**src/rtl/pcx_rle_palette_decoder_defines.svh**
```systemverilog
// ----------------------------------------------------------------------------
// pcx_rle_palette_decoder_defines.svh
// Assertion macros used by the palette decoder's sequencer module.
// ----------------------------------------------------------------------------
`ifndef PCX_RLE_PALETTE_DECODER_DEFINES_SVH
`define PCX_RLE_PALETTE_DECODER_DEFINES_SVH

// Same-cycle implication, disabled during reset.
`define PCXD_ASSERT_IMP(label, clk, rst, ante, cons) \
   label: assert property (@(posedge clk) disable iff (rst) (ante) |-> (cons)) \
      else $error("pcxd: same-cycle check failed");

// Next-cycle implication, disabled during reset.
`define PCXD_ASSERT_NXT(label, clk, rst, ante, cons) \
   label: assert property (@(posedge clk) disable iff (rst) (ante) |=> (cons)) \
      else $error("pcxd: next-cycle check failed");

`endif

```
**src/rtl/pcxd_ram.sv**
```systemverilog
// ----------------------------------------------------------------------------
// pcxd_ram
// Generic single-write, single-read RAM with registered read data.
// ----------------------------------------------------------------------------
module pcxd_ram #(
   parameter  int WIDTH  = 8,
   parameter  int DEPTH  = 16,
   localparam int ADDR_W = (DEPTH > 1) ? $clog2(DEPTH) : 1
) (
   input  logic              clock,
   input  logic              wr_en,
   input  logic [ADDR_W-1:0] wr_addr,
   input  logic [WIDTH-1:0]  wr_data,
   input  logic              rd_en,
   input  logic [ADDR_W-1:0] rd_addr,
   output logic [WIDTH-1:0]  rd_data
);

   logic [WIDTH-1:0] mem_ff [DEPTH];
   logic [WIDTH-1:0] rd_data_ff;

   always_ff @(posedge clock) begin
      if (wr_en) begin
         mem_ff[wr_addr] <= wr_data;
      end
      if (rd_en) begin
         rd_data_ff <= mem_ff[rd_addr];
      end
   end

   assign rd_data = rd_data_ff;

endmodule

```
**config.mk**
```make
export PLATFORM = sky130hd
export DESIGN_NAME = pcxd_ram
export DESIGN_NICKNAME = d
export VERILOG_FILES = /design/src/rtl/pcx_rle_palette_decoder_defines.svh /design/src/rtl/pcxd_ram.sv
export SDC_FILE = /design/constraint.sdc
export NUM_CORES = 1
export LEC_CHECK = 0
export BUFFER_PORTS_ARGS = -buffer_cell sky130_fd_sc_hd__buf_2
export CAP_MARGIN = 20
export CELL_PAD_IN_SITES_DETAIL_PLACEMENT = 0
export CELL_PAD_IN_SITES_GLOBAL_PLACEMENT = 1
export CORE_UTILIZATION = 45
export DETAILED_ROUTE_END_ITERATION = 10
export GPL_TIMING_DRIVEN = 0
export PLACE_DENSITY = 0.69
export SYNTH_ARGS = -nofsm -noshare
export SYNTH_HDL_FRONTEND = slang
export SYNTH_SLANG_ARGS = --single-unit
```
**constraint.sdc**
```tcl
create_clock -name clock -period 3.5 [get_ports clock]
set_input_delay 0.7 -clock clock [delete_from_list [all_inputs] [get_ports clock]]
set_output_delay 0.7 -clock clock [all_outputs]
set_load 0.01 [all_outputs]
```
==> impl_metrics.env <==
export IMPL_sw_frac_of_total_pct=19.26
export IMPL_antenna_found_initial=0
export IMPL_clkSinkCount=136
export IMPL_core_rowCount=38
export IMPL_cts_hold_buf=0
export IMPL_fin_skew_ps=5.303
export IMPL_rsz0062_at_grt="false"
export IMPL_p_sw_mw=0.7173
export IMPL_synth_enable_flop_cells=136
export IMPL_hold_class="in -> reg"
export IMPL_maxCapViolations=0
export IMPL_yosys_top_cells_area="edfxtp_1, mux4_2, mux4_1"
export IMPL_cts_resized=0
export IMPL_cp_start_kind="input pin"
export IMPL_synthArstFlopShare_pct=0
export IMPL_num_io_pins=27
export IMPL_firstDrtPassIters=4
export IMPL_grt_pass1_wl_mm=14.71
export IMPL_first_global_vias=2467
export IMPL_path_class="in -> reg"
export IMPL_ant_nets=0
export IMPL_ys_seq_area_share_pct=78.12
export IMPL_diodes=0
export IMPL_multiInputGateArea_um2=1057
export IMPL_ys_warn_count=0
export IMPL_synth_common_cells="edfxtp_1, mux4_2, a22oi_1, mux4_1, nor2_1"
export IMPL_avgSynthCellArea_um2=22.83
export IMPL_cts_buffers_inserted=17
export IMPL_cts_tree="done"
export IMPL_numPortBuffers=25
export IMPL_fin_tns_setup_ps=0
export IMPL_dp_hpwl_mm=6.318
export IMPL_fmax_ghz=0.5089
export IMPL_setup_viol=0
export IMPL_finalMaxSlewViolations=0
export IMPL_design_core_area_um2=11080
export IMPL_intPower_mw=3.008
export IMPL_synth_top_area_share_pct=78.12
export IMPL_relSlewSlack_pct=44.56
export IMPL_endpoint_kind="register"
export IMPL_dpl_cell_count=398
export IMPL_wl_per_cell_um=22.67
export IMPL_synth_distinct_cells=18
export IMPL_synth_flop_cell="edfxtp_1"
export IMPL_drtIter0Drc=156
export IMPL_period_share_pct=56.14
export IMPL_p_comb_share_pct=4.7
export IMPL_p_per_area_nw_per_um2=608.5
export IMPL_area_growth_pct=17.09
export IMPL_die_h_um=109.8
export IMPL_drc_errors=0
export IMPL_arrival_ps=2000
export IMPL_start_util_pct=47.19
export IMPL_stdcell_count=430
export IMPL_cts_path_max_buffers=2
export IMPL_synth_area_um2=5228
export IMPL_fillers=854
export IMPL_nNetsFinal=296
export IMPL_syn_nets=248
export IMPL_crit_path_max_fanout=8
export IMPL_power_frac_seq_pct=49.5
export IMPL_die_area_um2=12050
export IMPL_outcome="completed"
export IMPL_synth_top_area_cell="edfxtp_1"
export IMPL_required_ps=3530
export IMPL_clk_latency_ps=410
export IMPL_p_leak_nw=2.060
export IMPL_fin_crit_ps=1965
export IMPL_yosysMostFrequentCell="edfxtp_1"
export IMPL_path_clk_slew_ps=50
export IMPL_via_per_inst=5.656
export IMPL_netlist_instances=229
export IMPL_hold_viol_final=0
export IMPL_clkPwrFrac_pct=45.8
export IMPL_ys_ff_latch=136
export IMPL_place_gp_congestion=0.6938
export IMPL_cts_root_buf="clkbuf_16"
export IMPL_vias=2432
export IMPL_drive_above_1_share_pct=28.97
export IMPL_grt_max_degree=17
export IMPL_tightest_slew_ps=828.6
export IMPL_htreeDepth=4
export IMPL_grt_ovfl_total=0
export IMPL_die_x_um=109.8
export IMPL_regArea_um2=4084
export IMPL_drt_total_wl_mm=9.750
export IMPL_irDropWorstVdd_mv=0.2716
export IMPL_postCtsSetupRepairBufs=0
export IMPL_grt_use_total_pct=18.55
## stage by stage
step / hold WS, ps / area (µm²) / total power, mW / worst slack, ps / utilization, %
3_5_place_dp: 765.2 / 5553 / 2.055 / 1069 / 50.12
3_3_place_gp: 745.6 / 5528 / 2.047 / 704.8 / 49.90
4_1_cts: 623.9 / 6121 / 3.752 / 1505 / 55.25
6_report: 633.3 / 6121 / 3.725 / 1535 / 55.25
2_1_floorplan: 704.8 / 5228 / 1.973 / 1307 / -
5_1_grt: 627.8 / 6121 / 3.829 / 1453 / 55.25
## power groups by stage
stage / combinational (mW) / sequential, mW / clock [mW]
final: 0.174 / 1.84 / 1.71
after global routing: 0.191 / 1.85 / 1.79
after CTS: 0.178 / 1.84 / 1.73
after detailed placement: 0.177 / 1.88 / 0
after global placement: 0.173 / 1.87 / 0
after floorplan: 0.0926 / 1.88 / 0
## worst max-delay path, stage by stage
cell    delay [ps]
buf_2          110
or3b_2         530
nor2_1         650
## registers in the layout, indices dropped and copies added, names as in the netlist
name     flops
mem_ff     128
rd_data      8
## layer usage
metal	GRT usage (%)	up-vias	routed length, µm
li1	-	1083	-
met1	24.75	1265	4257
met2	28.53	77	4947
met3	5.750	7	458
met4	7.429	0	86
met5	0	-	0
## area by class of cell
type | count | share of cell area (%)
clock inverters | 13 | 2.208
flip-flops and latches | 136 | 66.72
well taps | 140 | 2.862
clock buffers | 19 | 7.073
repair buffers | 29 | 2.453
multi-input cells | 83 | 17.27
plain buffers | 10 | 1.410
## path summary, 6_finish.rpt
check	startpoint	end	slack, ps	cells past startpoint
worst max-delay path	wr_addr[2]	mem_ff[1][7]	1530	3
worst min-delay path	rd_en	rd_data[6]	630	1
worst max register to register	mem_ff[6][0]	rd_data[0]	1910	3
worst min register to register	mem_ff[8][3]	rd_data[3]	780	3
## cells by family (layout without fill, tap and decap cells)
family                 count (synthesis)  in the layout  share of synthesized area [%]
buffers and inverters                 10             71                          1.651
multiplexers                          32             32                          14.79
flip-flops                           136            136                          78.12
AO/OA/AOI/OAI                         16             16                          2.298
AND/OR/NAND/NOR                       35             35                          3.136
## placed cells by master, fill, tap and decap left out
cell,instances
a22oi_1,16
and2_1,1
and2b_1,1
buf_2,30
buf_4,3
buf_6,3
bufinv_16,3
clkbuf_1,2
clkbuf_16,17
clkdlybuf4s25_2,3
clkinv_1,4
clkinv_2,6
edfxtp_1,136
mux4_1,14
mux4_2,18
nand2_1,9
nand2b_1,2
nand3_1,1
nand3b_1,2
nor2_1,13
nor2b_1,1
nor3_1,4
or3b_2,1
(Power assumes the default switching activity.)
