--- src/rtl/pcx_rle_palette_decoder_defines.svh ---
// ----------------------------------------------------------------------------
// pcx_rle_palette_decoder_defines.svh
// Assertion macros used by the palette decoder's sequencer module.
// ----------------------------------------------------------------------------
`ifndef PCX_RLE_PALETTE_DECODER_DEFINES_SVH
`define PCX_RLE_PALETTE_DECODER_DEFINES_SVH

// Same-cycle implication, disabled during reset.
`define PCXD_ASSERT_IMP(label, clk, rst, ante, cons) \
   label: assert property (@(posedge clk) disable iff (rst) (ante) |-> (cons)) \
      else $error("pcxd: same-cycle check failed");

// Next-cycle implication, disabled during reset.
`define PCXD_ASSERT_NXT(label, clk, rst, ante, cons) \
   label: assert property (@(posedge clk) disable iff (rst) (ante) |=> (cons)) \
      else $error("pcxd: next-cycle check failed");

`endif

--- src/rtl/pcxd_pkg.sv ---
// ----------------------------------------------------------------------------
// pcxd_pkg
// Constants, types and helpers for the PCX run-length palette decoder.
// ----------------------------------------------------------------------------
package pcxd_pkg;

   localparam int PALETTE_ENTRIES = 256;
   localparam int MAX_DIMENSION   = 1023;

   localparam int PAL_ADDR_W = $clog2(PALETTE_ENTRIES);
   localparam int BYTE_W     = 8;
   localparam int COLOR_W    = 24;
   localparam int CHAN_W     = 8;
   localparam int COUNT_W    = 6;
   localparam int DIM_W      = 10;
   localparam int PIX_W      = 2 * DIM_W;
   localparam int CSR_IDX_W  = 2;

   localparam logic CMD_LOAD = 1'b0;
   localparam logic CMD_DATA = 1'b1;

   localparam logic [CSR_IDX_W-1:0] REG_IMAGE_WIDTH  = 2'd0;
   localparam logic [CSR_IDX_W-1:0] REG_IMAGE_HEIGHT = 2'd1;

   localparam logic [BYTE_W-1:0] PREFIX_MASK = 8'hC0;
   localparam logic [BYTE_W-1:0] COUNT_MASK  = 8'h3F;

   typedef enum logic [1:0] {
      SEQ_IDLE = 2'b01,
      SEQ_EMIT = 2'b10
   } seq_state_type;

   typedef struct packed {
      logic               start;
      logic [COUNT_W-1:0] count;
      logic               idx_ok;
   } seq_start_type;

   // 0 reads as 1, anything above the maximum saturates.
   function automatic logic [DIM_W-1:0] clamp_dim(input logic [DIM_W-1:0] v);
      logic [DIM_W+3:0] wide;
      logic [DIM_W-1:0] res;
      wide = {4'b0, v};
      if (v == '0) begin
         res = DIM_W'(1);
      end else if (wide > (DIM_W+4)'(MAX_DIMENSION)) begin
         res = DIM_W'(MAX_DIMENSION);
      end else begin
         res = v;
      end
      return res;
   endfunction

   function automatic logic index_in_range(input logic [BYTE_W-1:0] idx);
      return ({1'b0, idx} < (BYTE_W+1)'(PALETTE_ENTRIES));
   endfunction

endpackage

--- src/rtl/pcxd_seq.sv ---
// ----------------------------------------------------------------------------
// pcxd_seq
// Pixel sequencer: drains a run from the palette read data into the output
// register, one pixel per cycle unless stalled, and counts image pixels.
// ----------------------------------------------------------------------------
`include "pcx_rle_palette_decoder_defines.svh"

module pcxd_seq (
   input  logic                         clock,
   input  logic                         reset,
   input  pcxd_pkg::seq_start_type      start,
   input  logic [pcxd_pkg::DIM_W-1:0]   width,
   input  logic [pcxd_pkg::DIM_W-1:0]   height,
   input  logic [pcxd_pkg::COLOR_W-1:0] color,
   output logic                         seq_ready,
   output logic                         rsp_valid,
   input  logic                         rsp_stall,
   output logic [pcxd_pkg::CHAN_W-1:0]  rsp_red,
   output logic [pcxd_pkg::CHAN_W-1:0]  rsp_green,
   output logic [pcxd_pkg::CHAN_W-1:0]  rsp_blue,
   output logic                         rsp_run_last,
   output logic                         rsp_image_last
);

   pcxd_pkg::seq_state_type           state_ff, state_in;
   logic [pcxd_pkg::COUNT_W-1:0]      remaining_ff, remaining_in;
   logic                              idx_ok_ff, idx_ok_in;
   logic [pcxd_pkg::PIX_W-1:0]        pixels_done_ff, pixels_done_in;
   logic [pcxd_pkg::PIX_W-1:0]        total_ff, total_in;
   logic                              rsp_valid_ff, rsp_valid_in;
   logic [pcxd_pkg::COLOR_W-1:0]      rsp_color_ff, rsp_color_in;
   logic                              rsp_run_last_ff, rsp_run_last_in;
   logic                              rsp_image_last_ff, rsp_image_last_in;

   logic                              load_out;
   logic                              last_img;
   logic                              last_run;
   logic                              finishing;
   logic [pcxd_pkg::PIX_W:0]          pixels_next;

   // Total is registered off the multiplier; the user must change dimensions only while idle, unenforced.
   assign total_in    = pcxd_pkg::PIX_W'(width) * pcxd_pkg::PIX_W'(height);
   assign pixels_next = {1'b0, pixels_done_ff} + 1'b1;
   assign last_img    = pixels_next >= {1'b0, total_ff};
   assign last_run    = last_img || (remaining_ff == pcxd_pkg::COUNT_W'(1));
   assign load_out    = (state_ff == pcxd_pkg::SEQ_EMIT) && (!rsp_valid_ff || !rsp_stall);
   assign finishing   = load_out && last_run;
   assign seq_ready   = (state_ff == pcxd_pkg::SEQ_IDLE) || finishing;

   always_comb begin
      state_in       = state_ff;
      remaining_in   = remaining_ff;
      idx_ok_in      = idx_ok_ff;
      pixels_done_in = pixels_done_ff;
      if (load_out) begin
         remaining_in   = remaining_ff - 1'b1;
         pixels_done_in = last_img ? '0 : pixels_next[pcxd_pkg::PIX_W-1:0];
      end
      if (finishing) begin
         state_in = pcxd_pkg::SEQ_IDLE;
      end
      if (start.start) begin
         state_in     = pcxd_pkg::SEQ_EMIT;
         remaining_in = start.count;
         idx_ok_in    = start.idx_ok;
      end
   end

   always_comb begin
      rsp_color_in      = rsp_color_ff;
      rsp_run_last_in   = rsp_run_last_ff;
      rsp_image_last_in = rsp_image_last_ff;
      rsp_valid_in      = rsp_valid_ff && rsp_stall;
      if (load_out) begin
         rsp_valid_in      = 1'b1;
         rsp_color_in      = idx_ok_ff ? color : '0;
         rsp_run_last_in   = last_run;
         rsp_image_last_in = last_img;
      end
   end

   always_ff @(posedge clock) begin
      if (reset) begin
         state_ff       <= pcxd_pkg::SEQ_IDLE;
         remaining_ff   <= '0;
         idx_ok_ff      <= 1'b0;
         pixels_done_ff <= '0;
         total_ff       <= pcxd_pkg::PIX_W'(1);
         rsp_valid_ff   <= 1'b0;
      end else begin
         state_ff       <= state_in;
         remaining_ff   <= remaining_in;
         idx_ok_ff      <= idx_ok_in;
         pixels_done_ff <= pixels_done_in;
         total_ff       <= total_in;
         rsp_valid_ff   <= rsp_valid_in;
      end
   end

   always_ff @(posedge clock) begin
      rsp_color_ff      <= rsp_color_in;
      rsp_run_last_ff   <= rsp_run_last_in;
      rsp_image_last_ff <= rsp_image_last_in;
   end

   assign rsp_valid      = rsp_valid_ff;
   assign rsp_red        = rsp_color_ff[23:16];
   assign rsp_green      = rsp_color_ff[15:8];
   assign rsp_blue       = rsp_color_ff[7:0];
   assign rsp_run_last   = rsp_run_last_ff;
   assign rsp_image_last = rsp_image_last_ff;

   `PCXD_ASSERT_IMP(a_start_only_when_ready, clock, reset, start.start, seq_ready)
   `PCXD_ASSERT_IMP(a_image_last_ends_run, clock, reset, rsp_valid_ff && rsp_image_last_ff, rsp_run_last_ff)
   `PCXD_ASSERT_NXT(a_idle_after_run, clock, reset, finishing && !start.start, state_ff == pcxd_pkg::SEQ_IDLE)
   `PCXD_ASSERT_NXT(a_pixel_count_steps, clock, reset, load_out && !last_img, pixels_done_ff == pcxd_pkg::PIX_W'($past(pixels_done_ff) + 1'b1))

endmodule

--- config.mk ---
export PLATFORM = sky130hd
export DESIGN_NAME = pcxd_seq
export DESIGN_NICKNAME = d
export VERILOG_FILES = /design/src/rtl/pcxd_pkg.sv /design/src/rtl/pcxd_seq.sv
export VERILOG_INCLUDE_DIRS = /design/src /design/src/rtl
export SDC_FILE = /design/constraint.sdc
export NUM_CORES = 1
export LEC_CHECK = 0
export BUFFER_PORTS_ARGS = -buffer_cell sky130_fd_sc_hd__clkbuf_2
export CELL_PAD_IN_SITES_DETAIL_PLACEMENT = 1
export CELL_PAD_IN_SITES_GLOBAL_PLACEMENT = 2
export CORE_MARGIN = 2
export CORE_UTILIZATION = 38
export CTS_BUF_LIST = sky130_fd_sc_hd__clkbuf_4 sky130_fd_sc_hd__clkbuf_8
export DETAILED_ROUTE_END_ITERATION = 7
export PLACE_DENSITY_LB_ADDON = 0.1
export SYNTH_ARGS = -nofsm -noshare
export SYNTH_HDL_FRONTEND = slang
export SYNTH_SLANG_ARGS = --single-unit
--- constraint.sdc ---
create_clock -name clock -period 5.65 [get_ports clock]
set_input_delay 0.565 -clock clock [delete_from_list [all_inputs] [get_ports clock]]
set_output_delay 0.565 -clock clock [all_outputs]
set_load 0.05 [all_outputs]
==> flow_metrics.tcl, run 1 <==
set metrics [dict create \
    nFillCells 2290 \
    worst_path_max_delay_cell "fa_1" \
    place_area_um2 8100 \
    critPathKind "in -> reg" \
    clockBufferDepth 2 \
    r2r_cells 16 \
    postCtsHoldBufs 0 \
    cts_buffers 9 \
    holdPathEnd "remaining_ff[0]" \
    cp-start-kind "input pin" \
    min_path_cells 3 \
    post-route-util 0.430 \
    drc_errors 0 \
    setup_violations 0 \
    slowest_delay_ns 0.54 \
    ant_nets 0 \
    fin_area_um2 8320 \
    min_period_ns 5.13 \
    clk_latency_ns 0.36 \
    synth_seq_cells 76 \
    vias 6062 \
    worst_slew_pin_slew_ns 0.845 \
    port_buffers 82 \
    run_status "finished clean" \
    core-area_um2 19300 \
    overflow 0 \
    die_w_um 144 \
    synth-async-reset-ratio 0 \
    synth_area_per_cell_um2 9.16 \
    worstPathRequired_ns 5.87 \
    grt_busiest_layer "met2" \
    h-tree-depth 3 \
    synth_top_area_frac 0.167 \
    grt_max_degree 48 \
    cts_setup_buffers 0 \
    grt_use_met1 0.251 \
    yosysTopAreaCell "fa_1" \
    synth_cell_type_count 66 \
    synth_area_leaders "fa_1 17%, dfxtp_1 13%, ha_1 13%" \
    crit_arrival_ns 5.34 \
    crit_top_cell "fa_1" \
    tns_ns 0 \
    min_from "start[1]" \
    worstPathCellList "clkbuf_2 -> nand2_1 -> fa_1 -> inv_1 -> fa_1 -> inv_1 -> fa_1 -> fa_1 -> inv_1 -> fa_1 -> ha_1 -> and4_1 -> nand2_1 -> a221o_1 -> a2111oi_0 -> or3_1 -> a21oi_1" \
    firstDrtPassIters 4 \
    clk_pin_slew_ns 0.09 \
    crit_buf_inv 4 \
    grtUsageMet3 0.0308 \
    slew_violations 0 \
    netlist_area_um2 7440 \
    hpwlAfterDp_mm 15.7 \
    synth_edf_count 26 \
    synthFlopType "dfxtp_1" \
    synth_most_common_cell "inv_1" \
    syn_nets 1008 \
    root_buffer "clkbuf_8" \
    critPathCaptureType "flop" \
    clock_sinks 76 \
    final.period_utilization 0.907 \
    critical_path.max_fanout 10 \
    drtIter0Drc 267 \
    cts_resized 0 \
    fin_skew_ns 0.0138 \
    grt_pass1_vias 6582 \
    grt_pass1_wl_mm 32.6 \
    hold_viol_final 0 \
    drt-total-wl_mm 19.9 \
    hold_ws_ns 0.439 \
    cts_tree "done" \
    placementRows 51 \
    grt.total_usage 0.200 \
    slew-limit-headroom 0.436 \
    vias_per_cell 5.27 \
    nNetsFinal 1076 \
    antenna_cells 0 \
    area_growth_pct 11.8 \
    rsz0062_at_grt "no" \
    hp-class "in -> reg" \
    r2r_start "pixels_done_ff[0]" \
    regToRegSetupSlack_ns 1.25 \
    synthCells 813 \
    layout_setup_ws_ns 0.523 \
    wl_per_cell_um 17.3 \
    rr_endpoint "pixels_done_ff[11]" \
    totalPowerFinal_mw 2.79 \
    initial_core_util 0.385 \
    dp_slack_ns 0.165 \
    gp_congestion 0.818 \
    die_h_um 144 \
    final_cells 1151 \
    fmax_mhz 195 \
    die-area_um2 20700 \
    power_density_nw_per_um2 335 \
    ys_seq_area_frac 0.239 \
    antenna_found_initial 0 \
    ioPinCount 83 \
    ir_drop_uv 206 \
    critPathTopFamily "adder cells" \
    drive_above_1_share 0.155 \
    grtUsageMet2 0.361 \
    p_leak_nw 3.85 \
    yosysWarnings 0 \
    ys_top_cells_by_count "104 x inv_1, 78 x ha_1, 77 x and2_1" \
    max-cap-violations 0 \
    placedCellCount 1135 \
]
-- final cells by class --
class | instances | area, um2 | share of cell area
tap | 265 | 332 | 0.0398
sequential | 76 | 1780 | 0.214
inverter | 105 | 394 | 0.0474
multi-input combinational | 590 | 5050 | 0.607
clock buffer | 10 | 138 | 0.0165
timing repair buffer | 99 | 538 | 0.0647
clock inverter | 6 | 87.6 | 0.0105
-- cell families after synthesis --
group | Yosys count | synth area share
AO/OA/AOI/OAI | 135 | 0.137
XOR/XNOR | 36 | 0.0424
adder cells (fa/ha/maj) | 140 | 0.298
buffers and inverters | 147 | 0.0822
flip-flops | 76 | 0.239
multiplexers | 5 | 0.00672
AND/OR/NAND/NOR | 274 | 0.195
-- power breakdown --
part           switching [mW]  internal (mW)
clock                   0.219          0.261
sequential             0.0252          0.637
combinational           0.982          0.661
-- placed cells by master, fill, tap and decap left out, types with 10 or more instances in the layout --
cell type  instances
nor2_1            35
clkbuf_8          10
ha_1              78
nand3_1           19
clkbuf_2          82
inv_1            104
buf_4             17
edfxtp_1          26
nor3_1            19
dfxtp_1           50
nand2_1           73
xnor2_1           23
o21ai_0           20
fa_1              62
xor2_1            13
and2_1            77
a2111oi_0         10
a21oi_1           27
-- layer usage --
metal  routed length (um)  part of all wire
met4                  221             0.011
met2                10200              0.52
met3                  850             0.043
met1                 8560              0.43
met5                    0                 0
-- worst reg2reg max path, delay by kind of cell (launching register included) --
kind            cells  cell delay (ns)
flops               1             0.49
xor+xnor            1             0.25
compound gates      3             0.60
buf+inv             3             0.62
fa+ha+maj           2             0.67
simple gates        7             1.65
-- sequential cells by signal (all words and copies together) (netlist names) --
signal and count:
idx_ok_ff 1, pixels_done_ff 20, remaining_ff 6, rsp_color_ff 24
rsp_image_last 1, rsp_run_last 1, rsp_valid 1, state_ff 2
total_ff 20
-- how the worst max path moves through the flow --
stage	slack, ns	end	cells past startpoint	start
after floorplan	0.43	total_ff[19]	18	height[3]
after global placement	0.26	total_ff[19]	18	height[3]
after detailed placement	0.16	total_ff[19]	18	height[3]
after CTS	0.55	total_ff[19]	18	height[3]
after global routing	0.25	total_ff[19]	17	width[6]
final	0.52	total_ff[19]	17	width[6]
(Power assumes the default switching activity.)
==> run 2: changes to the inputs <==
--- a/config.mk
+++ b/config.mk
@@ -7,10 +7,10 @@
 export NUM_CORES = 1
 export LEC_CHECK = 0
 export BUFFER_PORTS_ARGS = -buffer_cell sky130_fd_sc_hd__clkbuf_2
-export CELL_PAD_IN_SITES_DETAIL_PLACEMENT = 1
-export CELL_PAD_IN_SITES_GLOBAL_PLACEMENT = 2
+export CELL_PAD_IN_SITES_DETAIL_PLACEMENT = 0
+export CELL_PAD_IN_SITES_GLOBAL_PLACEMENT = 1
 export CORE_MARGIN = 2
-export CORE_UTILIZATION = 38
+export CORE_UTILIZATION = 47
 export CTS_BUF_LIST = sky130_fd_sc_hd__clkbuf_4 sky130_fd_sc_hd__clkbuf_8
 export DETAILED_ROUTE_END_ITERATION = 7
 export PLACE_DENSITY_LB_ADDON = 0.1
==> constraint.sdc (replaced) <==
create_clock -name clock -period 5.38 [get_ports clock]
set_input_delay 0.538 -clock clock [delete_from_list [all_inputs] [get_ports clock]]
set_output_delay 0.538 -clock clock [all_outputs]
set_load 0.05 [all_outputs]
==> run 2 against run 1 <==
Compared with the run above:
- hold slack worse by 0.017 ns
- count of clock-buffer cells in the layout down 1
- global-route usage up 1.5 points
- clock power down 5.2%
- die area down 19%
- register-to-register slack worse by 0.37 ns
- final cell count down 3.6%
- critical endpoint is now seq_ready
- largest cell class unchanged
==> flow_metrics.tcl, run 2 (synthesis results as in run 1) <==
set metrics [dict create \
    final_cell_mix "104 x inv_1, 82 x clkbuf_2, 78 x ha_1" \
    grt_pass1_vias 5930 \
    totalPowerFinal_mw 2.95 \
    post-route-util 0.530 \
    largest_register_ffs 24 \
    gp_congestion 0.846 \
    antenna_found_initial 0 \
    min_period_ns 5.00 \
    grt_pass1_wl_mm 28.7 \
    wl_per_cell_um 15.9 \
    initial_core_util 0.476 \
    hold_viol_final 0 \
    cts_tree "done" \
    area_growth_pct 11.4 \
    rsz0062_at_grt "no" \
    grt_max_degree 48 \
    drtIter0Drc 341 \
    tns_ns 0 \
    worstPathRequired_ns 4.84 \
    h-tree-depth 3 \
    vias 5934 \
    placementRows 46 \
    cp-endpoint "seq_ready" \
    clk_latency_ns 0.35 \
    nNetsFinal 1083 \
    top_regs "rsp_color_ff x24, pixels_done_ff x20, total_ff x20" \
    largest-register "rsp_color_ff" \
    r2r_start "pixels_done_ff[0]" \
    hold_ws_ns 0.422 \
    clockBufferDepth 2 \
    p_leak_nw 3.87 \
    fmax_mhz 200 \
    r2r_cells 13 \
    die_w_um 130 \
    startpoint "pixels_done_ff[0]" \
    overflow 0 \
    firstDrtPassIters 4 \
    grt.total_usage 0.215 \
    ant_nets 0 \
    ir_drop_uv 183 \
    nFillCells 1530 \
    clock_sinks 76 \
    max-cap-violations 0 \
    critical_path.max_fanout 11 \
    slew-limit-headroom 0.472 \
    antenna_cells 0 \
    root_buffer "clkbuf_8" \
    vias_per_cell 5.35 \
    postCtsHoldBufs 0 \
    dp_slack_ns 0.0319 \
    rr_endpoint "pixels_done_ff[6]" \
    cts_resized 0 \
    cp-start-kind "flop" \
    hpwlAfterDp_mm 13.6 \
    ioPinCount 83 \
    worst_slew_pin_slew_ns 0.791 \
    critPathCaptureType "primary output" \
    power_density_nw_per_um2 356 \
    core-area_um2 15700 \
    placedCellCount 1093 \
    crit_arrival_ns 4.46 \
    final_cells 1109 \
    regToRegSetupSlack_ns 0.88 \
    run_status "finished clean" \
    final_common_cell "inv_1" \
    port_buffers 82 \
    fin_area_um2 8290 \
    drt-total-wl_mm 17.6 \
    layout_setup_ws_ns 0.383 \
    die_h_um 130 \
    hp-class "in -> reg" \
    cts_buffers 9 \
    critPathKind "reg -> out" \
    cts_setup_buffers 0 \
    place_area_um2 8090 \
    clk_pin_slew_ns 0.09 \
    slew_violations 0 \
    die-area_um2 16900 \
    setup_violations 0 \
    drive_above_1_share 0.161 \
    fin_skew_ns 0.00783 \
    drc_errors 0 \
    final.period_utilization 0.929 \
]
## run 2: cell types whose count changed in the layout (fill, tap and decap cells not counted), moves of 2 or more
cell	change
buf_4	+7
inv_6	+4
clkinv_2	-2
clkinv_4	-2
clkinvlp_4	+2
## run 2: area by class of cell
cell class              instances  area, um2  share of cell area
well taps                     216        270              0.0326
clock inverters                 7       80.1             0.00966
clock buffers                   9        124              0.0149
inverters                     105        394              0.0475
multi-input cells             590       5050               0.609
flip-flops and latches         76       1780               0.215
repair buffers                106        591              0.0712
## run 2: power by group
group          internal (mW)  switching [mW]
clock network          0.221           0.234
logic                  0.757            1.05
registers              0.669          0.0235
## run 2: layer usage
layer,vias to the layer above,global-route usage,wire (um)
met1,2869,0.278,7520
met5,-,0,0
met4,0,0.0702,350
li1,2902,-,-
met3,24,0.0209,714
met2,139,0.379,9000
## run 2: worst max-delay path, cell delays in order, from the launching register on
cell,delay (ns)
dfxtp_1,0.48
ha_1,0.36
nand4_1,0.20
nor3_1,0.49
and3_1,0.26
xnor2_1,0.20
inv_1,0.09
ha_1,0.29
a21oi_1,0.13
o21ai_1,0.08
a221o_1,0.55
a21oi_4,0.37
a221o_1,0.26
o21ai_0,0.09
clkbuf_2,0.24
## run 2: worst min path at each step
stage / from / endpoint / cells past startpoint
global route: start[2] / remaining_ff[1] / 3
detailed placement: rsp_valid / rsp_valid / 2
global placement: state_ff[1] / rsp_valid / 2
floorplan: pixels_done_ff[1] / pixels_done_ff[1] / 2
finish: start[0] / idx_ok_ff / 3
CTS: start[0] / idx_ok_ff / 3
